[src/sv/bfa_pkg.sv]
// shared types, constants and codes of the best-fit block allocator
package bfa_pkg;

   // default sizing
   localparam int NUM_BLOCKS_DEF  = 1024;
   localparam int BLOCK_BYTES_DEF = 1024;
   localparam int FREE_CAP_DEF    = 2048;
   localparam int ALLOC_CAP_DEF   = 1024;

   // result status codes
   typedef enum logic [2:0] {
      ST_ALLOC   = 3'd0,
      ST_NOFIT   = 3'd1,
      ST_REL     = 3'd2,
      ST_UNKNOWN = 3'd3,
      ST_FULL    = 3'd4
   } status_type;

   // sorted table operations
   typedef enum logic [2:0] {
      TOP_NONE,
      TOP_APPEND,
      TOP_FIND_GE,
      TOP_FIND_EQ,
      TOP_FIND_POS,
      TOP_DEL,
      TOP_INS
   } tbl_op_type;

   // controller states
   typedef enum logic [3:0] {
      S_INIT,
      S_IDLE,
      S_A_FIT,
      S_A_FDEL,
      S_A_FPOS,
      S_A_FINS,
      S_A_APOS,
      S_A_AINS,
      S_R_FIND,
      S_R_ADEL,
      S_R_FPOS,
      S_R_FINS,
      S_DONE
   } state_type;

   // input beat
   typedef struct packed {
      logic        command;
      logic [15:0] request_id;
      logic [10:0] req_bytes;
   } req_type;

   // result beat
   typedef struct packed {
      status_type  status;
      logic [9:0]  block_index;
      logic [10:0] byte_count;
      logic [15:0] echo_id;
   } rsp_type;

   // controller to datapath
   typedef struct packed {
      tbl_op_type f_op;
      logic       f_go;
      tbl_op_type a_op;
      logic       a_go;
      logic       latch;
      logic       load_free_hit;
      logic       load_alloc_hit;
      logic       res_set;
      status_type res_code;
   } ctl_cmd_type;

   // datapath to controller
   typedef struct packed {
      logic f_done;
      logic f_found;
      logic f_full;
      logic a_done;
      logic a_found;
      logic a_full;
      logic frag_zero;
      logic init_done;
      logic req_release;
   } ctl_sts_type;

endpackage

[src/sv/bfa_ctrl.sv]
// controller state machine that sequences table operations per request
module bfa_ctrl (
   input  logic                 clock,
   input  logic                 reset,
   input  logic                 start,
   output logic                 busy,
   output logic                 rsp_strobe,
   input  bfa_pkg::ctl_sts_type sts,
   output bfa_pkg::ctl_cmd_type cmd
);
   import bfa_pkg::*;

   state_type state_ff, state_in;
   logic      first_ff, first_in;

   // state register
   always_ff @(posedge clock) begin
      if (reset) begin
         state_ff <= S_INIT;
         first_ff <= 1'b1;
      end else begin
         state_ff <= state_in;
         first_ff <= first_in;
      end
   end

   assign first_in = (state_in != state_ff);

   // next state and commands
   always_comb begin
      state_in           = state_ff;
      cmd.f_op           = TOP_NONE;
      cmd.f_go           = 1'b0;
      cmd.a_op           = TOP_NONE;
      cmd.a_go           = 1'b0;
      cmd.latch          = 1'b0;
      cmd.load_free_hit  = 1'b0;
      cmd.load_alloc_hit = 1'b0;
      cmd.res_set        = 1'b0;
      cmd.res_code       = ST_ALLOC;
      rsp_strobe         = 1'b0;
      unique case (state_ff)
         S_INIT: begin
            if (sts.init_done) begin
               state_in = S_IDLE;
            end else begin
               cmd.f_op = TOP_APPEND;
               cmd.f_go = 1'b1;
            end
         end
         S_IDLE: begin
            if (start) begin
               cmd.latch = 1'b1;
               if (sts.req_release) begin
                  state_in = S_R_FIND;
               end else if (sts.a_full) begin
                  cmd.res_set  = 1'b1;
                  cmd.res_code = ST_FULL;
                  state_in     = S_DONE;
               end else begin
                  state_in = S_A_FIT;
               end
            end
         end
         S_A_FIT: begin
            cmd.f_op = TOP_FIND_GE;
            cmd.f_go = first_ff;
            if (sts.f_done) begin
               if (sts.f_found) begin
                  cmd.load_free_hit = 1'b1;
                  state_in          = S_A_FDEL;
               end else begin
                  cmd.res_set  = 1'b1;
                  cmd.res_code = ST_NOFIT;
                  state_in     = S_DONE;
               end
            end
         end
         S_A_FDEL: begin
            cmd.f_op = TOP_DEL;
            cmd.f_go = first_ff;
            if (sts.f_done) begin
               state_in = sts.frag_zero ? S_A_APOS : S_A_FPOS;
            end
         end
         S_A_FPOS: begin
            cmd.f_op = TOP_FIND_POS;
            cmd.f_go = first_ff;
            if (sts.f_done) begin
               state_in = S_A_FINS;
            end
         end
         S_A_FINS: begin
            cmd.f_op = TOP_INS;
            cmd.f_go = first_ff;
            if (sts.f_done) begin
               state_in = S_A_APOS;
            end
         end
         S_A_APOS: begin
            cmd.a_op = TOP_FIND_POS;
            cmd.a_go = first_ff;
            if (sts.a_done) begin
               state_in = S_A_AINS;
            end
         end
         S_A_AINS: begin
            cmd.a_op = TOP_INS;
            cmd.a_go = first_ff;
            if (sts.a_done) begin
               cmd.res_set  = 1'b1;
               cmd.res_code = ST_ALLOC;
               state_in     = S_DONE;
            end
         end
         S_R_FIND: begin
            cmd.a_op = TOP_FIND_EQ;
            cmd.a_go = first_ff;
            if (sts.a_done) begin
               if (!sts.a_found) begin
                  cmd.res_set  = 1'b1;
                  cmd.res_code = ST_UNKNOWN;
                  state_in     = S_DONE;
               end else if (sts.f_full) begin
                  cmd.res_set  = 1'b1;
                  cmd.res_code = ST_FULL;
                  state_in     = S_DONE;
               end else begin
                  cmd.load_alloc_hit = 1'b1;
                  state_in           = S_R_ADEL;
               end
            end
         end
         S_R_ADEL: begin
            cmd.a_op = TOP_DEL;
            cmd.a_go = first_ff;
            if (sts.a_done) begin
               state_in = S_R_FPOS;
            end
         end
         S_R_FPOS: begin
            cmd.f_op = TOP_FIND_POS;
            cmd.f_go = first_ff;
            if (sts.f_done) begin
               state_in = S_R_FINS;
            end
         end
         S_R_FINS: begin
            cmd.f_op = TOP_INS;
            cmd.f_go = first_ff;
            if (sts.f_done) begin
               cmd.res_set  = 1'b1;
               cmd.res_code = ST_REL;
               state_in     = S_DONE;
            end
         end
         S_DONE: begin
            rsp_strobe = 1'b1;
            state_in   = S_IDLE;
         end
         default: state_in = S_IDLE;
      endcase
   end

   assign busy = (state_ff != S_IDLE);

   a_strobe_pulse: assert property (@(posedge clock) disable iff (reset)
      rsp_strobe |=> !rsp_strobe) else $error("result strobe longer than a cycle");
   a_accept_busy: assert property (@(posedge clock) disable iff (reset)
      (start && !busy) |=> busy) else $error("accepted beat did not raise busy");
   a_strobe_idle: assert property (@(posedge clock) disable iff (reset)
      rsp_strobe |=> !busy) else $error("not idle after result");

endmodule
[config.mk]
export PLATFORM = sky130hd
export DESIGN_NAME = bfa_ctrl
export DESIGN_NICKNAME = d
export VERILOG_FILES = /design/src/sv/bfa_pkg.sv /design/src/sv/bfa_ctrl.sv
export SDC_FILE = /design/constraint.sdc
export NUM_CORES = 1
export LEC_CHECK = 0
export BUFFER_PORTS_ARGS = -buffer_cell sky130_fd_sc_hd__buf_2
export CORE_MARGIN = 1
export CORE_UTILIZATION = 40
export DETAILED_ROUTE_END_ITERATION = 16
export GPL_ROUTABILITY_DRIVEN = 1
export GPL_TIMING_DRIVEN = 0
export MAX_ROUTING_LAYER = met4
export PLACE_DENSITY = 0.71
export SYNTH_ARGS = -nofsm -noshare
export SYNTH_HDL_FRONTEND = slang
export SYNTH_SLANG_ARGS = --single-unit
[constraint.sdc]
create_clock -name clock -period 1.5 [get_ports clock]
set_input_delay 0.15 -clock clock [delete_from_list [all_inputs] [get_ports clock]]
set_output_delay 0.15 -clock clock [all_outputs]
set_load 0.02 [all_outputs]
==> run_results.csv, run 1 <==
group,metric,value,unit
finish,num_antenna_cells,0,
synth,syn_inst,105,
power_and_ir_drop,pwr-share-comb,0.613,
clock_tree,cts_buffers,3,
sta,fmax,603,MHz
die,die_area,1940,um^2
synth,syn_nets,117,
global_route,grt_max_degree,11,
worst_setup_path,r2r_slack,-0.15,ns
clock_tree,clockBufferDepth,2,
synth,synth.top_cell.area_share,0.142,
worst_setup_path,crit_start,"state_ff[1]",
die,row_count,14,
finish,multi_input_area,641,um^2
placement,gp_congestion,0.953,
global_route,grt_pass1_wl,4160,um
status,failed_checks,"DRC, setup timing",
sta,slew_headroom,0.743,
die,coreArea,1580,um^2
drt,ant_nets,0,
die,dieWidth,44.0,um
die,boundaryPins,29,
placement,port_buffers,27,
synth,yosysTopAreaCell,"dfxtp_1",
synth,syn_avg_cell_area,6.73,um^2
flow_run,drv_cap,0,
synth,synth.distinct_cells,38,
power_and_ir_drop,switching_share,0.440,
finish,design_area,1200,um^2
worst_setup_path,worst-r2r-cell-count,8,
power_and_ir_drop,p_leak,0.532,nW
status,run_status,"complete, but fails checks",
worst_setup_path,worstPathRequired,1.35,ns
finish,fin_util,0.764,
sta,rsz0062_at_grt,"yes",
synth,netlist_area,707,um^2
worst_setup_path,critPathMaxFanout,5,
worst_setup_path,start_kind,"flop",
die,die_y,44.0,um
drt,dr.pass1.iters,10,
placement,placed_area,872,um^2
worst_setup_path,r2r_start,"state_ff[1]",
global_route,antenna_found_initial,0,
finish,mostFrequentLayoutCell,"buf_2",
sta,skew,0.00854,ns
global_route,grt.total_usage,0.292,
synth,synth_area_leaders,"dfxtp_1 (14%), nand2_1 (5.3%), nand2b_1 (5.3%)",
finish,area_growth,70.4,%
global_route,grt_pass1_vias,920,
power_and_ir_drop,seq_power_share,0.218,
finish,fillers,125,
synth,ys_warn_count,0,
power_and_ir_drop,power_density,771,nW/um^2
worst_setup_path,cp-endpoint,"cmd[1]",
drt,drt_wl_total,2630,um
min_path,min-delay-path-class,"in2reg",
worst_setup_path,arrival,1.51,ns
power_and_ir_drop,p_int,0.520,mW
sta,hold_viol,0,
clock_tree,path_clk_slew,0.04,ns
finish,register_area,115,um^2
worst_setup_path,criticalPathCategory,"reg2out",
clock_tree,htreeDepth,1,
worst_setup_path,r2r_end,"first_ff",
finish,layout_common_cells,"buf_2 (16), buf_4 (15), buf_6 (10)",
clock_tree,clkLatencyLatePin,0.24,ns
die,start_util,0.448,
clock_tree,cts_root_buffer,"clkbuf_4",
clock_tree,cts_num_sinks,5,
drt,wl_per_cell,16.2,um
sta,fin_crit_sh,1.11,
worst_setup_path,end_kind,"output pin",
sta,setup_violations,13,
placement,dpl.hpwl,1580,um
sta,slew_violations,0,
drt,drc,1,
finish,drive_above_1_share,0.514,
drt,drtIter0Drc,50,
power_and_ir_drop,power_switching,0.408,mW
sta,worst_pin_slew,0.385,ns
sta,setup_slack,-0.160,ns
power_and_ir_drop,ir_drop,0.000784,V
global_route,grt_overflow_total,0,
clock_tree,cts_tree,"done",
power_and_ir_drop,pwr-share-clk,0.170,
drt,vias_per_cell,6.20,
drt,num_vias,1004,
synth,seq_area_frac_synth,0.142,
finish,layout.nets,159,
synth,ys_seq_elements,5,
sta,period_needed,1.66,ns
==> synthesized netlist by cell type <==
cell type	instances
and2_1	2
mux2i_1	1
nor2b_1	3
nand4_1	3
nand2_1	10
dfxtp_1	5
and3_1	1
o2111ai_1	1
inv_1	5
mux2_4	1
and3b_1	2
nor3_1	2
o32ai_1	1
o31ai_1	3
clkbuf_1	1
nor2_1	10
buf_2	6
and2b_1	1
nand2b_1	6
a21oi_1	5
nor3b_1	2
buf_1	1
o2bb2ai_1	1
mux2_1	1
nand3b_1	3
a21boi_1	2
nand4b_1	2
or2_2	2
a211oi_1	2
a32oi_1	2
a31oi_1	3
or3_1	2
buf_6	1
o21ai_0	5
nand3_1	1
nor4b_2	1
a31o_2	1
o22ai_1	4
==> kinds of logic (layout without fill, tap and decap cells) <==
group / count (synthesis) / after routing / share of synthesized area
AND/OR/NAND/NOR: 53 / 53 / 0.430
flip-flops: 5 / 5 / 0.142
buffers and inverters: 14 / 55 / 0.0956
multiplexers: 3 / 3 / 0.0513
AO/OA/AOI/OAI: 30 / 30 / 0.281
==> worst min-delay path by stage <==
stage / start / to / slack (ns) / cells after the start
after floorplan: reset / state_ff[1] / 0.22 / 1
after global placement: reset / state_ff[0] / 0.35 / 2
after detailed placement: reset / state_ff[1] / 0.35 / 2
after CTS: reset / state_ff[1] / 0.08 / 2
after global routing: reset / state_ff[0] / 0.09 / 2
final: reset / state_ff[1] / 0.09 / 2
==> metrics by stage <==
stage	power [mW]	hold WS (ns)	cells	worst slack, ns	TNS (ns)
2_1_floorplan	0.475	0.219	105	0.00132	0
3_3_place_gp	0.586	0.349	148	-0.124	-0.337
3_5_place_dp	0.594	0.346	148	-0.135	-0.433
4_1_cts	0.875	0.0814	162	-0.150	-0.906
5_1_grt	0.987	0.0894	162	-0.213	-1.88
6_report	0.929	0.0902	162	-0.160	-1.04
==> worst max-delay path, stage by stage, from the launching register on <==
cell,delay (ns)
dfxtp_4,0.38
buf_8,0.13
buf_6,0.12
nand2_2,0.04
or3_4,0.34
o21ai_1,0.10
buf_4,0.16
==> layer usage <==
layer	vias up	track usage	routed length [um]
met3	8	0.0857	233
met1	462	0.362	1070
met5	-	-	0
li1	469	-	-
met4	0	0.0788	55
met2	65	0.462	1270
==> sequential cells by signal, summed over array words and instances (netlist names) <==
signal,cells
first_ff,1
state_ff,4
==> repair_timing <==
action | in CTS | in global routing
buffers inserted | 10 | 0
resized for setup | 46 | 22
endpoints found under the setup margin | 17 | 17
pin swaps | 11 | 6
hold buffers | 0 | 0
==> area by class of cell <==
class                      count  share of cell area
buffer                         9              0.0758
clock buffer                   4              0.0218
inverter                       5              0.0197
multi-input combinational     86               0.532
sequential                     5              0.0955
tap                           16              0.0166
timing repair buffer          37               0.239
==> power by group through the flow <==
| stage | registers, mW | clock network (mW) | logic (mW) |
|---|---|---|---|
| final | 0.202 | 0.158 | 0.569 |
| after global routing | 0.207 | 0.175 | 0.605 |
| after global placement | 0.185 | 0 | 0.402 |
| after detailed placement | 0.186 | 0 | 0.408 |
| after CTS | 0.192 | 0.163 | 0.519 |
| after floorplan | 0.175 | 0 | 0.299 |
No activity file was read; power rests on OpenSTA's default activity.
==> run 2: changes to the inputs <==
--- a/config.mk
+++ b/config.mk
@@ -5,9 +5,11 @@
 export SDC_FILE = /design/constraint.sdc
 export NUM_CORES = 1
 export LEC_CHECK = 0
+export ABC_AREA = 1
 export BUFFER_PORTS_ARGS = -buffer_cell sky130_fd_sc_hd__buf_2
 export CORE_MARGIN = 1
 export CORE_UTILIZATION = 40
+export CTS_CLUSTER_SIZE = 20
 export DETAILED_ROUTE_END_ITERATION = 16
 export GPL_ROUTABILITY_DRIVEN = 1
 export GPL_TIMING_DRIVEN = 0
==> run 2 against run 1 <==
  * The flow still finishes with violations (DRC, setup timing)
  * Worst setup slack worse by 0.087 ns
  * Combinational power is 8.8% lower
  * Hold slack better by 0.037 ns
  * Cell area is 8.0% higher
  * Die area is 0.18% lower
  * Clock power is 4% lower
  * Sequential share of layout area is 1.1 points lower
  * Critical path depth is 3 higher
  * Routed wire length is 16% higher
  * Via count is 14% higher
  * Flip-flop and latch count stayed put
  * Critical path type unchanged
  * Critical endpoint is now cmd[11]
  * Highest routed layer unchanged
==> run_results.csv, run 2 <==
group,metric,value,unit
status,run_status,"complete, but fails checks",
status,failed_checks,"DRC, setup timing",
die,die_area,1940,um^2
synth,syn_inst,140,
synth,ys_seq_elements,5,
power_and_ir_drop,pwr-share-comb,0.618,
power_and_ir_drop,seq_power_share,0.202,
global_route,grt_overflow_total,0,
clock_tree,cts_hold_buf,0,
placement,dpl.hpwl,1670,um
power_and_ir_drop,p_int,0.471,mW
sta,slew_headroom,0.802,
clock_tree,cts_buffers,3,
worst_setup_path,worst-r2r-cell-count,9,
drt,vias_per_cell,5.43,
drt,ant_nets,0,
synth,synth.distinct_cells,20,
clock_tree,path_clk_slew,0.04,ns
synth,synth_commonest_cells,"nand2_1 (40), inv_1 (25), nor2_1 (21)",
worst_setup_path,cp_slowest_cell,"dfxtp_2",
finish,design_area,1300,um^2
die,coreArea,1580,um^2
synth,yosysTopAreaCell,"nand2_1",
clock_tree,cts_tree,"done",
sta,finalSetupTns,-1.63,ns
finish,area_growth,84.4,%
sta,worst_pin_slew,0.294,ns
min_path,hold_start,"reset",
worst_setup_path,start_kind,"flop",
die,boundaryPins,29,
synth,syn_avg_cell_area,5.04,um^2
sta,skew,0.00310,ns
worst_setup_path,arrival,1.60,ns
power_and_ir_drop,pwr-share-clk,0.180,
synth,syn_nets,152,
finish,largestRegisters,"state_ff: 4 flops, first_ff: 1 flops",
worst_setup_path,r2r_slack,-0.13,ns
drt,drc,1,
worst_setup_path,critical_path_buf_inv_count,4,
global_route,grt_pass1_vias,1017,
clock_tree,htreeDepth,1,
worst_setup_path,end_kind,"output pin",
finish,fillers,102,
clock_tree,clkLatencyLatePin,0.24,ns
synth,synth_edf_count,0,
worst_setup_path,crit_top_cell,"buf_6",
drt,dr.pass1.iters,10,
synth,synth.top_cell.area_share,0.213,
global_route,grt.total_usage,0.307,
placement,port_buffers,27,
power_and_ir_drop,power_switching,0.370,mW
sta,fin_crit_sh,1.16,
power_and_ir_drop,ir_drop,0.000521,V
sta,slew_violations,0,
die,start_util,0.448,
global_route,grt_max_degree,10,
worst_setup_path,criticalPathCategory,"reg2out",
clock_tree,cts_root_buffer,"clkbuf_4",
power_and_ir_drop,power_density,646,nW/um^2
global_route,grt_pass1_wl,4330,um
sta,fmax,573,MHz
min_path,min_path_cells,2,
finish,num_antenna_cells,0,
min_path,min-delay-path-class,"in2reg",
synth,netlist_area,706,um^2
finish,mostFrequentLayoutCell,"nand2_1",
synth,async_flop_share,0,
synth,ys_warn_count,0,
sta,setup_violations,13,
sta,hold_viol,0,
synth,synth_most_common_cell,"nand2_1",
finish,layout.cells.non_filler,211,
sta,setup_slack,-0.247,ns
die,die_y,44,um
finish,drive_above_1_share,0.508,
sta,period_needed,1.75,ns
drt,drtIter0Drc,72,
worst_setup_path,r2r_start,"state_ff[2]",
min_path,min_to,"state_ff[2]",
global_route,antenna_found_initial,0,
worst_setup_path,worstPathRequired,1.35,ns
die,row_count,14,
finish,layout_common_cells,"nand2_1 (33), buf_4 (25), inv_1 (17)",
drt,wl_per_cell,14.5,um
finish,largest_register_ffs,4,
worst_setup_path,r2r_end,"state_ff[1]",
power_and_ir_drop,switching_share,0.440,
drt,num_vias,1145,
worst_setup_path,crit_chain,"buf_6 -> inv_4 -> nor2_4 -> a21oi_2 -> inv_1 -> or2_1 -> o21ai_1 -> nand2_1 -> buf_6",
finish,top_register,"state_ff",
sta,whs,0.127,ns
placement,gp_congestion,0.941,
flow_run,drv_cap,0,
placement,placed_area,861,um^2
worst_setup_path,cp_top_family,"buffers and inverters",
clock_tree,clockBufferDepth,2,
worst_setup_path,critPathMaxFanout,7,
synth,synth_area_leaders,"nand2_1 (21%), dfxtp_1 (14%), inv_1 (13%)",
power_and_ir_drop,p_leak,0.751,nW
worst_setup_path,critical-path-max-stage-delay,0.31,ns
drt,drt_wl_total,3050,um
die,dieWidth,44,um
sta,rsz0062_at_grt,"yes",
synth,synth_flop_cell,"dfxtp_1",
synth,seq_area_frac_synth,0.142,
finish,layout.nets,208,
clock_tree,cts_num_sinks,5,
placement,dp_cells,183,
==> run 2: changes by cell type after synthesis, moves of 3 or more <==
cell / delta
nor2b_1: -3
nor2_1: +11
nand3_1: +10
inv_1: +20
nand2b_1: -6
nor2_2: +6
buf_2: -5
o31ai_1: -3
nand2_1: +30
o22ai_1: -4
==> run 2: worst max path at each step <==
| stage | from | endpoint | slack (ns) | cells after the start |
|---|---|---|---|---|
| after floorplan | state_ff[1] | first_ff | 0.08 | 9 |
| after global placement | state_ff[2] | cmd[11] | -0.09 | 9 |
| after detailed placement | state_ff[2] | cmd[11] | -0.12 | 9 |
| after CTS | state_ff[1] | cmd[11] | -0.19 | 9 |
| after global routing | state_ff[0] | cmd[11] | -0.29 | 9 |
| final | state_ff[0] | cmd[11] | -0.25 | 9 |
==> run 2: final cells by class <==
class / count / area, um^2 / share of cell area
multi-input cells: 106 / 611 / 0.469
inverters: 26 / 108 / 0.0827
flip-flops and latches: 5 / 110 / 0.0846
repair buffers: 51 / 395 / 0.304
clock buffers: 4 / 26.3 / 0.0202
well taps: 16 / 20.0 / 0.0154
plain buffers: 3 / 31.3 / 0.0240
==> run 2: stage by stage <==
stage / utilization / setup slack [ns] / power, mW
detailed placement: 0.546 / -0.121 / 0.476
CTS: 0.739 / -0.189 / 0.760
finish: 0.825 / -0.247 / 0.841
global placement: 0.546 / -0.0902 / 0.470
global route: 0.825 / -0.290 / 0.892
floorplan: - / 0.0837 / 0.381
==> run 2: kinds of logic (layout without fill, tap and decap cells) <==
kind of cell           count (synthesis)  in the layout  share of synthesized area
flip-flops                             5              5                      0.142
AND/OR/NAND/NOR                       90             90                      0.569
AO/OA/AOI/OAI                         16             16                      0.122
buffers and inverters                 29             84                      0.167
==> run 2: power groups by stage <==
| stage | Clock, mW | Sequential [mW] | Combinational [mW] |
|---|---|---|---|
| final | 0.151 | 0.170 | 0.519 |
| after global routing | 0.173 | 0.171 | 0.548 |
| after CTS | 0.163 | 0.167 | 0.430 |
| after detailed placement | 0 | 0.165 | 0.312 |
| after global placement | 0 | 0.164 | 0.306 |
| after floorplan | 0 | 0.161 | 0.220 |
==> run 2: what timing repair did <==
item | in CTS | in global routing
pin swaps | 14 | 16
setup buffers | 16 | 8
setup endpoints to repair | 15 | 17
hold endpoints to repair | 0 | 0
resized for setup | 49 | 27
==> run 2: per-layer routing <==
| metal | routed length, um | up-vias | part of all wire | GRT usage |
|---|---|---|---|---|
| met3 | 242 | 6 | 0.079 | 0.0292 |
| met4 | 25 | 0 | 0.0082 | 0.127 |
| met5 | 0 | - | 0 | - |
| met1 | 1250 | 520 | 0.41 | 0.383 |
| li1 | - | 551 | - | - |
| met2 | 1540 | 68 | 0.50 | 0.500 |
==> run 3: changes to the inputs <==
--- a/config.mk
+++ b/config.mk
@@ -5,9 +5,8 @@
 export SDC_FILE = /design/constraint.sdc
 export NUM_CORES = 1
 export LEC_CHECK = 0
-export ABC_AREA = 1
 export BUFFER_PORTS_ARGS = -buffer_cell sky130_fd_sc_hd__buf_2
-export CORE_MARGIN = 1
+export CORE_MARGIN = 2
 export CORE_UTILIZATION = 40
 export CTS_CLUSTER_SIZE = 20
 export DETAILED_ROUTE_END_ITERATION = 16
==> run 3 against run 2 <==
  * The run ends with setup timing left
  * Cell count down 23%
  * Worst setup slack better by 0.062 ns
  * Maximum frequency up 3.7%
  * Critical endpoint is now state_ff[0]
  * Largest cell class unchanged
  * Largest power group unchanged
==> run_results.csv, run 3 (synthesis results as in run 1) <==
group,metric,value,unit
status,run_status,"complete, but fails checks",
status,failed_checks,"setup timing",
power_and_ir_drop,finalPower,0.903,mW
sta,skew,0.000472,ns
drt,drc,0,
clock_tree,htreeDepth,1,
sta,setup_slack,-0.184,ns
power_and_ir_drop,p_leak,0.518,nW
sta,period_needed,1.68,ns
drt,ant_nets,0,
finish,largest_register_ffs,4,
global_route,grt.total_usage,0.238,
sta,slew_violations,0,
sta,whs,0.0927,ns
worst_setup_path,start_kind,"flop",
global_route,grt_pass1_wl,3640,um
worst_setup_path,end_kind,"flop",
sta,rsz0062_at_grt,"yes",
placement,dpl.hpwl,1640,um
die,dieWidth,46.0,um
die,coreArea,1690,um^2
worst_setup_path,r2r_slack,-0.18,ns
die,die_area,2120,um^2
flow_run,drv_cap,0,
min_path,min_to,"state_ff[1]",
global_route,grt_max_degree,11,
clock_tree,cts_hold_buf,0,
min_path,hold_start,"reset",
sta,fin_crit_sh,1.12,
drt,wl_per_cell,16.1,um
power_and_ir_drop,ir_drop,0.000450,V
clock_tree,path_clk_slew,0.04,ns
placement,gp_congestion,0.888,
finish,mostFrequentLayoutCell,"buf_2",
clock_tree,cts_root_buffer,"clkbuf_4",
finish,drive_above_1_share,0.500,
worst_setup_path,worst-r2r-cell-count,8,
drt,dr.pass1.iters,4,
drt,num_vias,1020,
clock_tree,cts_tree,"done",
clock_tree,clkLatencyLatePin,0.24,ns
worst_setup_path,r2r_end,"state_ff[0]",
clock_tree,clockBufferDepth,2,
finish,top_register,"state_ff",
finish,area_growth,63.4,%
die,die_y,46.0,um
worst_setup_path,arrival,1.81,ns
drt,vias_per_cell,6.26,
worst_setup_path,r2r_start,"state_ff[1]",
clock_tree,cts_num_sinks,5,
sta,slew_headroom,0.718,
worst_setup_path,criticalPathCategory,"reg2reg",
die,boundaryPins,29,
sta,fmax,594,MHz
clock_tree,cts_buffers,3,
finish,num_antenna_cells,0,
die,start_util,0.419,
power_and_ir_drop,power_density,782,nW/um^2
worst_setup_path,worstPathRequired,1.63,ns
drt,drtIter0Drc,77,
die,row_count,15,
placement,port_buffers,27,
global_route,grt_overflow_total,0,
sta,setup_violations,14,
finish,largestRegisters,"state_ff: 4 flops, first_ff: 1 flops",
sta,hold_viol,0,
finish,layout.nets,159,
min_path,min_path_cells,2,
worst_setup_path,critPathMaxFanout,6,
drt,drt_wl_total,2620,um
global_route,antenna_found_initial,0,
global_route,grt_pass1_vias,783,
min_path,min-delay-path-class,"in2reg",
sta,worst_pin_slew,0.421,ns
finish,layout_common_cells,"buf_2 (18), buf_4 (15), buf_6 (10)",
==> run 3: through the flow <==
step	instances	area, um^2	utilization	setup slack (ns)	TNS, ns
after CTS	159	1030	0.612	-0.155	-1.16
after global routing	163	1150	0.684	-0.275	-2.14
final	163	1150	0.684	-0.184	-1.24
after floorplan	105	717	-	0.00132	0
after detailed placement	149	873	0.517	-0.146	-0.486
after global placement	149	873	0.517	-0.125	-0.352
==> run 3: what timing repair did <==
action | 4_1_cts | 5_1_grt
setup endpoints to repair | 15 | 16
pin swaps | 8 | 6
setup buffers | 6 | 4
resized for setup | 34 | 23
==> run 3: layer usage <==
| layer | global-route usage | wire length, um | vias up |
|---|---|---|---|
| li1 | - | - | 471 |
| met1 | 0.329 | 1030 | 462 |
| met2 | 0.383 | 1320 | 74 |
| met3 | 0.0119 | 218 | 13 |
| met4 | 0.0457 | 57 | 0 |
| met5 | - | 0 | - |
==> run 3: layout make-up <==
cell class	instances	area, um^2
Multi-Input combinational cell	86	629
Inverter	5	18.8
Tap cell	17	21.3
Sequential cell	5	110
Clock buffer	4	26.3
Fill cell	133	534
Timing Repair Buffer	37	262
Buffer	9	87.6
==> run 3: worst max path at each step <==
stage / slack, ns / start / end / cells after the start
after floorplan: 0.001 / state_ff[1] / cmd[12] / 4
after global placement: -0.12 / state_ff[1] / first_ff / 6
after detailed placement: -0.15 / state_ff[2] / cmd[11] / 5
after CTS: -0.15 / state_ff[2] / cmd[2] / 4
after global routing: -0.28 / state_ff[1] / first_ff / 7
final: -0.18 / state_ff[1] / state_ff[0] / 8
==> run 3: report_power, final <==
part           internal [mW]  switching (mW)
Sequential             0.157          0.0406
Combinational          0.255           0.303
Clock                  0.100          0.0475
==> run 3: critical path, stage by stage (launching register included) <==
cell and delay, ns:
dfxtp_4 0.38, buf_6 0.14, buf_6 0.09, mux2_4 0.28, a32oi_1 0.15, nand4_1 0.17, buf_4 0.19, a21oi_2 0.12
nor2_1 0.05
